`config.mk`:
```
export PLATFORM = sky130hd
export DESIGN_NAME = canopen_sdo_expedited_client
export DESIGN_NICKNAME = d
export VERILOG_FILES = /design/src/sv/cosdo_pkg.sv /design/src/sv/canopen_sdo_expedited_client.sv
export SDC_FILE = /design/constraint.sdc
export NUM_CORES = 1
export LEC_CHECK = 0
export BUFFER_PORTS_ARGS = -buffer_cell sky130_fd_sc_hd__buf_2
export CAP_MARGIN = 25
export CELL_PAD_IN_SITES_DETAIL_PLACEMENT = 1
export CELL_PAD_IN_SITES_GLOBAL_PLACEMENT = 2
export CORE_ASPECT_RATIO = 1.25
export CORE_MARGIN = 1
export CORE_UTILIZATION = 30
export CTS_CLUSTER_DIAMETER = 80
export DETAILED_ROUTE_END_ITERATION = 8
export PLACE_DENSITY = 0.68
export SLEW_MARGIN = 20
export SYNTH_ARGS = -nofsm -noshare
export SYNTH_HDL_FRONTEND = slang
export SYNTH_SLANG_ARGS = --single-unit
```
`constraint.sdc`:
```
create_clock -name i_clk -period 31.8 [get_ports i_clk]
set_input_delay 6.36 -clock i_clk [delete_from_list [all_inputs] [get_ports i_clk]]
set_output_delay 6.36 -clock i_clk [all_outputs]
set_load 0.01 [all_outputs]
```
`src/sv/cosdo_pkg.sv`:
```
// cosdo_pkg: shared codes, constants and the result beat type for the
// expedited SDO client. No dependencies.
package cosdo_pkg;

    // Input command codes
    localparam logic [1:0] CMD_READ  = 2'd0;
    localparam logic [1:0] CMD_WRITE = 2'd1;
    localparam logic [1:0] CMD_FRAME = 2'd2;
    localparam logic [1:0] CMD_TICK  = 2'd3;

    // Result kinds
    localparam logic [1:0] KIND_TX     = 2'd0;
    localparam logic [1:0] KIND_DONE   = 2'd1;
    localparam logic [1:0] KIND_REJECT = 2'd2;

    // Completion status
    localparam logic [2:0] ST_OK       = 3'd0;
    localparam logic [2:0] ST_ABORT    = 3'd1;
    localparam logic [2:0] ST_UNEXP    = 3'd2;
    localparam logic [2:0] ST_TIMEOUT  = 3'd3;
    localparam logic [2:0] ST_BAD_SIZE = 3'd4;
    localparam logic [2:0] ST_BUSY     = 3'd5;

    // Configuration register indexes
    localparam logic REG_NODE_ID = 1'b0;
    localparam logic REG_TIMEOUT = 1'b1;

    // COB-ID bases
    localparam logic [10:0] ID_RSDO_BASE = 11'h600;
    localparam logic [10:0] ID_TSDO_BASE = 11'h580;

    // SDO command specifiers
    localparam logic [7:0] CS_DL_1B   = 8'h2F;
    localparam logic [7:0] CS_DL_2B   = 8'h2B;
    localparam logic [7:0] CS_DL_4B   = 8'h23;
    localparam logic [7:0] CS_UL_REQ  = 8'h40;
    localparam logic [7:0] CS_ABORT   = 8'h80;
    localparam logic [7:0] CS_DL_RESP = 8'h60;
    localparam logic [7:0] CS_UL_1B   = 8'h4F;
    localparam logic [7:0] CS_UL_2B   = 8'h4B;
    localparam logic [7:0] CS_UL_4B   = 8'h43;

    localparam logic [6:0]  NODE_ID_RST = 7'd1;
    localparam logic [15:0] TIMEOUT_RST = 16'd1000;

    typedef struct packed {
        logic [1:0]  kind;
        logic [10:0] tx_ident;
        logic [63:0] tx_bytes;
        logic [2:0]  status;
        logic [31:0] abort_code;
        logic [31:0] read_data;
        logic [2:0]  read_len;
    } t_result;

endpackage

```
`src/sv/canopen_sdo_expedited_client.sv`:
```
// canopen_sdo_expedited_client: top level of the expedited SDO client.
// Depends on cosdo_pkg (codes, constants, t_result).
//
// Usage: one input channel (i_valid / o_stall) carries commands: start read,
// start write, received CAN frame, time tick. One output channel
// (o_valid / i_stall) carries results: a request frame to send, a finished
// transfer, or a rejected request. A beat moves on an edge with valid high
// and stall low. Commands that cause no result (ignored frames, ticks that
// only count down) produce no output beat.
// An accepted input beat's result is registered in the output stages.
// Throughput: one input beat per cycle while o_stall is low; all decode and
// matching is shallow compare logic in front of the result register.
// When the receiver stalls, the result waits in the output register and
// the next result drops into a one-entry skid register; o_stall rises only
// while that skid entry is full, so an input stall ends in the cycle after
// the receiver's stall does.
// Reset (synchronous, active low) empties both output stages, clears the
// pending transfer and restores node_id 1 and timeout_ticks 1000.
// Configuration: APB, node_id at byte 0, timeout_ticks at byte 4; write
// only while idle.
module canopen_sdo_expedited_client (
    input  logic        i_clk,
    input  logic        i_rst_n,
    // command channel
    input  logic        i_valid,
    output logic        o_stall,
    input  logic [1:0]  i_cmd,
    input  logic [15:0] i_obj_index,
    input  logic [7:0]  i_obj_sub,
    input  logic [2:0]  i_write_len,
    input  logic [31:0] i_write_data,
    input  logic [10:0] i_rx_ident,
    input  logic [3:0]  i_rx_len,
    input  logic [63:0] i_rx_bytes,
    // result channel
    output logic        o_valid,
    input  logic        i_stall,
    output logic [1:0]  o_kind,
    output logic [10:0] o_tx_ident,
    output logic [63:0] o_tx_bytes,
    output logic [2:0]  o_status,
    output logic [31:0] o_abort_code,
    output logic [31:0] o_read_data,
    output logic [2:0]  o_read_len,
    // configuration
    input  logic        psel,
    input  logic        penable,
    input  logic        pwrite,
    input  logic [2:0]  paddr,
    input  logic [31:0] pwdata,
    output logic [31:0] prdata,
    output logic        pready
);

    // Configuration registers
    logic [6:0]  r_node_id;
    logic [15:0] r_timeout;

    // Transfer state
    logic        r_busy,    n_busy;
    logic        r_is_wr,   n_is_wr;
    logic [15:0] r_idx,     n_idx;
    logic [7:0]  r_sub,     n_sub;
    logic [15:0] r_ticks,   n_ticks;

    // Output register and skid entry
    logic                 r_out_vld, r_skid_vld;
    cosdo_pkg::t_result   r_out, r_skid;

    logic                 w_accept, w_out_free, w_cfg_wr;
    logic                 w_has_res;
    cosdo_pkg::t_result   w_res;

    assign w_accept   = i_valid && !r_skid_vld;
    assign w_out_free = !r_out_vld || !i_stall;
    assign w_cfg_wr   = psel && penable && pwrite;

    // ---- request frame build ----
    logic [31:0] w_wr_payload;
    logic [7:0]  w_wr_cs;
    logic        w_wr_size_ok;

    assign w_wr_size_ok = (i_write_len == 3'd1) || (i_write_len == 3'd2)
                       || (i_write_len == 3'd4);
    assign w_wr_cs = (i_write_len == 3'd1) ? cosdo_pkg::CS_DL_1B :
                     (i_write_len == 3'd2) ? cosdo_pkg::CS_DL_2B : cosdo_pkg::CS_DL_4B;
    assign w_wr_payload = (i_write_len == 3'd1) ? {24'h0, i_write_data[7:0]} :
                          (i_write_len == 3'd2) ? {16'h0, i_write_data[15:0]} :
                          i_write_data;

    // ---- received frame decode ----
    logic [3:0]  w_dlc;
    logic [63:0] w_rx_data;
    logic [7:0]  w_b0;
    logic [31:0] w_hi;
    logic        w_match;
    logic [2:0]  w_rd_len;
    logic [31:0] w_rd_data;

    // a DLC above 8 counts as 8
    assign w_dlc = (i_rx_len > 4'd8) ? 4'd8 : i_rx_len;

    // bytes past the DLC read as zero
    for (genvar k = 0; k < 8; k++) begin : g_rx_mask
        assign w_rx_data[8*k +: 8] = (4'(k) < w_dlc) ? i_rx_bytes[8*k +: 8] : 8'h00;
    end

    assign w_b0 = w_rx_data[7:0];
    assign w_hi = w_rx_data[63:32];

    assign w_match = (i_rx_ident == (cosdo_pkg::ID_TSDO_BASE + {4'h0, r_node_id}))
                  && (w_dlc >= 4'd4)
                  && (w_rx_data[23:8] == r_idx)
                  && (w_rx_data[31:24] == r_sub);

    // upload length from the command byte, else whatever follows byte 3
    assign w_rd_len = (w_b0 == cosdo_pkg::CS_UL_1B) ? 3'd1 :
                      (w_b0 == cosdo_pkg::CS_UL_2B) ? 3'd2 :
                      (w_b0 == cosdo_pkg::CS_UL_4B) ? 3'd4 :
                      3'(w_dlc - 4'd4);

    for (genvar k = 0; k < 4; k++) begin : g_rd_mask
        assign w_rd_data[8*k +: 8] = (3'(k) < w_rd_len) ? w_hi[8*k +: 8] : 8'h00;
    end

    // ---- command handling ----
    always_comb begin
        n_busy    = r_busy;
        n_is_wr   = r_is_wr;
        n_idx     = r_idx;
        n_sub     = r_sub;
        n_ticks   = r_ticks;
        w_has_res = 1'b0;
        w_res     = '0;
        if (w_accept) begin
            unique case (i_cmd)
                cosdo_pkg::CMD_READ, cosdo_pkg::CMD_WRITE: begin
                    w_has_res = 1'b1;
                    if (r_busy) begin
                        w_res.kind   = cosdo_pkg::KIND_REJECT;
                        w_res.status = cosdo_pkg::ST_BUSY;
                    end else if (i_cmd == cosdo_pkg::CMD_WRITE && !w_wr_size_ok) begin
                        w_res.kind   = cosdo_pkg::KIND_REJECT;
                        w_res.status = cosdo_pkg::ST_BAD_SIZE;
                    end else begin
                        n_busy         = 1'b1;
                        n_is_wr        = (i_cmd == cosdo_pkg::CMD_WRITE);
                        n_idx          = i_obj_index;
                        n_sub          = i_obj_sub;
                        n_ticks        = r_timeout;
                        w_res.kind     = cosdo_pkg::KIND_TX;
                        w_res.tx_ident = cosdo_pkg::ID_RSDO_BASE + {4'h0, r_node_id};
                        w_res.tx_bytes = (i_cmd == cosdo_pkg::CMD_WRITE)
                            ? {w_wr_payload, i_obj_sub, i_obj_index, w_wr_cs}
                            : {32'h0, i_obj_sub, i_obj_index, cosdo_pkg::CS_UL_REQ};
                    end
                end
                cosdo_pkg::CMD_TICK: begin
                    if (r_busy) begin
                        if (r_ticks <= 16'd1) begin
                            n_busy       = 1'b0;
                            n_ticks      = '0;
                            w_has_res    = 1'b1;
                            w_res.kind   = cosdo_pkg::KIND_DONE;
                            w_res.status = cosdo_pkg::ST_TIMEOUT;
                        end else begin
                            n_ticks = r_ticks - 16'd1;
                        end
                    end
                end
                cosdo_pkg::CMD_FRAME: begin
                    if (r_busy && w_match) begin
                        n_busy     = 1'b0;
                        n_ticks    = '0;
                        w_has_res  = 1'b1;
                        w_res.kind = cosdo_pkg::KIND_DONE;
                        if (w_b0 == cosdo_pkg::CS_ABORT) begin
                            w_res.status     = cosdo_pkg::ST_ABORT;
                            w_res.abort_code = (w_dlc == 4'd8) ? w_hi : 32'h0;
                        end else if (r_is_wr) begin
                            w_res.status = (w_b0 == cosdo_pkg::CS_DL_RESP)
                                         ? cosdo_pkg::ST_OK : cosdo_pkg::ST_UNEXP;
                        end else begin
                            w_res.status    = cosdo_pkg::ST_OK;
                            w_res.read_data = w_rd_data;
                            w_res.read_len  = w_rd_len;
                        end
                    end
                end
                default: ;
            endcase
        end
    end

    // ---- state, configuration and output stages ----
    always_ff @(posedge i_clk) begin
        if (!i_rst_n) begin
            r_node_id  <= cosdo_pkg::NODE_ID_RST;
            r_timeout  <= cosdo_pkg::TIMEOUT_RST;
            r_busy     <= 1'b0;
            r_is_wr    <= 1'b0;
            r_idx      <= '0;
            r_sub      <= '0;
            r_ticks    <= '0;
            r_out_vld  <= 1'b0;
            r_skid_vld <= 1'b0;
        end else begin
            r_busy  <= n_busy;
            r_is_wr <= n_is_wr;
            r_idx   <= n_idx;
            r_sub   <= n_sub;
            r_ticks <= n_ticks;

            if (w_cfg_wr) begin
                unique case (paddr[2])
                    cosdo_pkg::REG_NODE_ID: r_node_id <= pwdata[6:0];
                    cosdo_pkg::REG_TIMEOUT: r_timeout <= pwdata[15:0];
                    default: ;
                endcase
            end

            // skid entry drains first; a new result goes behind it
            if (w_out_free) begin
                if (r_skid_vld) begin
                    r_out_vld  <= 1'b1;
                    r_skid_vld <= w_has_res;
                end else begin
                    r_out_vld  <= w_has_res;
                end
            end else if (w_has_res) begin
                r_skid_vld <= 1'b1;
            end
        end
    end

    // payload of the output stages
    always_ff @(posedge i_clk) begin
        if (w_out_free) begin
            if (r_skid_vld) begin
                r_out <= r_skid;
                if (w_has_res) begin
                    r_skid <= w_res;
                end
            end else if (w_has_res) begin
                r_out <= w_res;
            end
        end else if (w_has_res) begin
            r_skid <= w_res;
        end
    end

    assign o_stall      = r_skid_vld;
    assign o_valid      = r_out_vld;
    assign o_kind       = r_out.kind;
    assign o_tx_ident   = r_out.tx_ident;
    assign o_tx_bytes   = r_out.tx_bytes;
    assign o_status     = r_out.status;
    assign o_abort_code = r_out.abort_code;
    assign o_read_data  = r_out.read_data;
    assign o_read_len   = r_out.read_len;

    assign pready = 1'b1;
    assign prdata = (paddr[2] == cosdo_pkg::REG_TIMEOUT) ? {16'h0, r_timeout}
                                                         : {25'h0, r_node_id};

`ifndef SYNTHESIS
    // skid entry only fills behind a held output beat
    a_skid_behind_out: assert property (@(posedge i_clk) disable iff (!i_rst_n)
        r_skid_vld |-> r_out_vld)
        else $error("skid entry valid without output beat");

    // a held output beat may not change under stall
    a_out_hold: assert property (@(posedge i_clk) disable iff (!i_rst_n)
        (r_out_vld && i_stall) |=> (r_out_vld && $stable(r_out)))
        else $error("stalled result changed");

    // accepted read start while idle arms the transfer
    a_start_arms: assert property (@(posedge i_clk) disable iff (!i_rst_n)
        (w_accept && !r_busy && i_cmd == cosdo_pkg::CMD_READ) |=> r_busy)
        else $error("read start did not arm transfer");

    // the transfer ends only together with a completion result
    a_end_reports: assert property (@(posedge i_clk) disable iff (!i_rst_n)
        (r_busy && !n_busy) |-> (w_has_res && w_res.kind == cosdo_pkg::KIND_DONE))
        else $error("transfer ended without completion result");
`endif

endmodule
```
# == Word-level counts from Yosys, hierarchy flattened ==
# Index checks and enable logic that the tools add are counted.
# word_totals
register_bits,361
in_bits,182
elab_cells,162
# classes
addsub,4
magnitude_cmp,15
eq_ne,20
mux,72
bitwise,3
reduce_logical,25
# ops
op,n
$mux 147,6
$mux 75,3
$mux 32,4
$mux 16,6
$mux 8,12
$mux 35,2
$mux 70,1
$mux 67,1
$mux 64,1
$pmux 16 s3,1
$eq 8x7->1 const B,4
$mux 3,6
$eq 16x16->1,1
$le 16x1->1 const B,1
$lt 3x4->1 const A,4
$mux 1,16
$sub 16x1->16 const B,1
$mux 2,6
$mux 4,3
$add 10x8->11 const A,1
$add 11x7->11 const A,1
$eq 11x11->1,1
$ne 2x2->1 const B,5
$pmux 3 s3,1
other kinds (27),51

# == Logic depth before layout (Yosys ltp) ==
# depth
depth_word,18
depth_mapped,11

# == Worst setup path after synthesis ==
# No wires, ideal clock.
# synth_path
path_type,input-to-reg
from,in i_rx_len[1]
to,"reg r_out (netlist bit o_abort_code[0]), enable pin"
setup_ns,0.683
arrival_ns,14.915
path_slack_ns,16.201
path_stages,9
path_buffers,1
cell_sequence,buf_4 or3_4 or3_1 a21oi_2 nand3_1 nor4_1 nand3b_1 a21oi_1 a21oi_1
# synth_between
elab_chain_cells,13
elab_cells_between_ends,20
cone_classes,order compare: 5; eq/ne: 2; mux: 7; reduce/logical: 6
# synth_lines
item,line,source
from (decl),canopen_sdo_expedited_client.sv:33,"input logic [3:0] i_rx_len,"
$gt 4x4->1,canopen_sdo_expedited_client.sv:101,assign w_dlc = (i_rx_len > 4'd8) ? 4'd8 : i_rx_len;
$mux 4 (*),canopen_sdo_expedited_client.sv:101,
$lt 1x4->1 / $lt 2x4->1 (equally long branches),canopen_sdo_expedited_client.sv:105,assign w_rx_data[8*k +: 8] = (4'(k) < w_dlc) ? i_rx_bytes[8*k +: 8] : 8'h00;
$mux 8,canopen_sdo_expedited_client.sv:105,
$eq 16x16->1,canopen_sdo_expedited_client.sv:113,&& (w_rx_data[23:8] == r_idx)
$logic_and 1x1->1,canopen_sdo_expedited_client.sv:113,
$logic_and 1x1->1 (*),canopen_sdo_expedited_client.sv:114,&& (w_rx_data[31:24] == r_sub);
$logic_and 1x1->1 (*),canopen_sdo_expedited_client.sv:172,if (r_busy && w_match) begin
$mux 1 (*),canopen_sdo_expedited_client.sv:172,
$pmux 1 s3 (*),canopen_sdo_expedited_client.sv:136,unique case (i_cmd)
$mux 1 (*),canopen_sdo_expedited_client.sv:135,if (w_accept) begin
$reduce_bool 2->1 (no source line) (*),-,
$reduce_and 2->1 (no source line) (*),-,
to (signal assigned),canopen_sdo_expedited_client.sv:240,r_out <= r_skid;
to (signal assigned),canopen_sdo_expedited_client.sv:245,r_out <= w_res;
to (decl),canopen_sdo_expedited_client.sv:68,"cosdo_pkg::t_result r_out, r_skid;"
# Every way passes the cells marked *; elsewhere a longest branch is shown, timed or not.
# A chain may end at the register's enable or synchronous reset.

# == Final worst setup path ==
# layout_path
from,in paddr[2]
to,out prdata[10]
# layout_between
elab_chain_cells,1
# layout_lines
item,line,source
from (decl),canopen_sdo_expedited_client.sv:49,"input logic [2:0] paddr,"
$mux 16,canopen_sdo_expedited_client.sv:263,"assign prdata = (paddr[2] == cosdo_pkg::REG_TIMEOUT) ? {16'h0, r_timeout}"
to (decl),canopen_sdo_expedited_client.sv:51,"output logic [31:0] prdata,"
# Every way passes these cells.

==> summary.txt <==
Global routing
  – Met3 usage: 3.08%
  – GR Util All Layers: 16.8%
  – Vias in the first global route: 10,900
  – Initial antenna violation count: 9
  – Largest net degree at the start of global routing: 137
  – Gr busiest metal: met2
  – Met1 usage: 19.8%
  – GRT overflow: 0
  – GR Util met2: 30.0%
  – First-pass GRT wire length: 63.9 mm

Clocking
  – Hold_buf cts: 0
  – Setup repair bufs after CTS: 0
  – CTS buffer count: 40
  – CTS resizes: 0
  – H-tree depth: 2
  – Clock Pin Slew Worst Setup and Hold Paths: 60 ps
  – Clk_lat worst skew: 540 ps
  – CTS tree: done
  – Clock Sinks: 345
  – CTS root buf: clkbuf_16
  – Worst-case clock buffer depth: 3

Layout
  – Most common cell after layout, fill and taps aside: buf_2
  – Final instance area: 18,300 sq um
  – Most frequent cells in the layout: 325 x buf_2, 278 x edfxtp_1, 173 x nand2_1
  – Post-layout nets: 1,705
  – Fin cells: 2,203
  – Final Core Density: 38.0%
  – Area Growth Syn to Fin: 24.8%
  – Layout cells sized above 1: 27.4%

Die
  – CORE AREA: 48,300 sq um
  – Die Y: 249 um
  – I/O pins: 364
  – DIE AREA: 49,900 sq um
  – Die Wd: 200 um
  – FP Rows: 90
  – Initial core utilization: 30.4%

Timing
  – Fin crit share: 42.7%
  – # setup viols final: 0
  – WHS: 454 ps
  – Slew @ Worst Pin: 926 ps
  – Endpoints failing hold: 0
  – RSZ-0062 raised after global routing: false
  – Fmax: 73.7 MHz
  – Final min period: 13,580 ps
  – Setup Skew: 17.1 ps
  – Fin. max-slew vios: 0
  – Setup tns final: 0 ps
  – Relative slew slack: 37.7%

Setup path
  – Setup Crit Path Kind: in2out
  – Highest fanout seen on the critical path: 11
  – Critical Path AT: 7220 ps
  – Endpoint type of the worst setup path: output pin
  – R2r setup slk: 27,600 ps
  – WP data required: 25,440 ps
  – CP max stage cell: clkinv_1
  – FF-to-FF Start: r_node_id[6]
  – Reg-to-Reg End: o_tx_bytes[39]
  – R2R depth: 9
  – Cell family with most CP delay: buffers and inverters
  – Most frequent CP cell: buf_2
  – Buf+Inv Stages, Crit Path: 3
  – Slowest Stage Delay on Critical Path: 300 ps
  – CP Cell Sequence: buf_2, clkinv_1, nor2_1, buf_2
  – CP startpoint kind: input pin

Yosys
  – Post-Syn Area per Cell: 12.2 sq um
  – Mapped Area: 14,700 sq um
  – Post-Synthesis Cells: 1,203
  – Post-synthesis register bit count: 345
  – Post-synth EDFFs: 278
  – Synth unique cells: 67
  – Synth warn: 0
  – Post-synth top area share: 56.8%
  – Synth Flop Type: edfxtp_1
  – Synth area leader: edfxtp_1
  – Seq/Total Area, Yosys: 65.9%
  – Largest cells by area after synthesis: edfxtp_1 57%, dfxtp_1 9.1%, nand2_1 4.4%
  – Asr flop ratio synth: 0%

Place
  – Cell Area, Placed: 16,900 sq um
  – # port buffers: 324
  – Detailed Place HPWL: 29.2 mm
  – Cells after DPL: 2,120
  – Final GP Congestion: 0.761

Pwr
  – Power Density: 58.6 nW/um^2
  – Peak supply drop: 0.0307 mV
  – LEAKAGE: 0.00760 uW

Drt
  – WL/cell: 19.2 um
  – Routed WL: 42.3 mm
  – Residual DRC: 0
  – ANT nets after route: 0
  – DRT Pass-1 Iters: 4
  – DRT iter0 DRCs: 517
  – Vias: 10,400
  – Via density: 4.74

Status
  – Outcome: complete, no violations

Min path
  – Hold WC Path Type: reg2reg
  – Worst hold start: r_timeout[11]
  – WHS Endpoint: r_timeout[11]
  – Hold Path Depth: 2

Job
  – Max-cap violations: 0
## final cells by class
class	count	area [sq um]
Sequential cell	345	9690
Timing Repair Buffer	338	1780
Clock inverter	24	330
Fill cell	5324	30000
Tap cell	644	806
Multi-Input combinational cell	749	4480
Antenna cell	7	17.5
Clock buffer	49	1060
Inverter	47	176
## layer usage
layer	up-vias	share of wire [%]	wire (um)
li1	4975	-	-
met1	5146	41	17200
met2	259	52	21900
met3	62	4.7	2000
met4	4	2.5	1060
met5	-	0.062	26
## worst max-delay path by stage
stage	end	slack [ps]	depth (start not counted)	from
floorplan	o_abort_code[0]	16200	9	i_rx_len[1]
global placement	prdata[10]	18230	4	paddr[2]
detailed placement	prdata[10]	18210	4	paddr[2]
CTS	prdata[10]	18200	4	paddr[2]
global route	prdata[10]	18090	4	paddr[2]
finish	prdata[10]	18220	4	paddr[2]
## metrics by stage
step | total power [uW] | setup WS (ps)
after global placement | 593 | 18230
after global routing | 1110 | 18090
final | 1070 | 18220
after detailed placement | 596 | 18210
after CTS | 1090 | 18200
after floorplan | 563 | 16200
## sequential cells by signal, summed over array words and instances (netlist names), 2 cells and up
signal	count
r_skid	139
o_tx_bytes	60
o_abort_code	32
o_read_data	32
r_idx	16
r_ticks	16
r_timeout	16
o_tx_ident	8
r_sub	8
r_node_id	7
o_read_len	3
o_kind	2
o_status	2
## logic make-up after synthesis
family                   after synthesis  synth area share, %
buffers and inverters                128                 4.23
XOR/XNOR                              30                 1.79
AO/OA/AOI/OAI                        262                 12.8
adder cells (fa/ha/maj)                2                0.170
AND/OR/NAND/NOR                      427                 14.5
flip-flops                           345                 65.9
other                                  2               0.0511
multiplexers                           7                0.536
## report_power, final
part,switching (uW),internal (uW)
clock,187,302
sequential,7.00,499
combinational,49.8,29.4
total,244,830
## synth_stat cells, types with 6 or more instances
cell type	number
and3_1	8
nor4bb_1	9
dfxtp_1	67
nor4_1	16
nand2b_1	6
xnor2_1	18
o211ai_1	8
clkbuf_1	44
nor2b_1	7
mux2_2	7
nor3_1	20
xor2_1	12
buf_4	29
and2_1	82
nand3_1	16
edfxtp_1	278
a211oi_1	6
nand2_1	173
a31oi_1	8
a21oi_1	70
o22ai_1	9
a22o_1	48
a21o_1	66
nor2_1	62
o32ai_1	10
inv_1	44
o21ai_0	16
## worst min-delay path: cells and delay by family (launching register included)
family,cells,cell delay (ps)
compound gates,1,50
simple gates,1,50
flops,1,310
(Power assumes the default switching activity.)
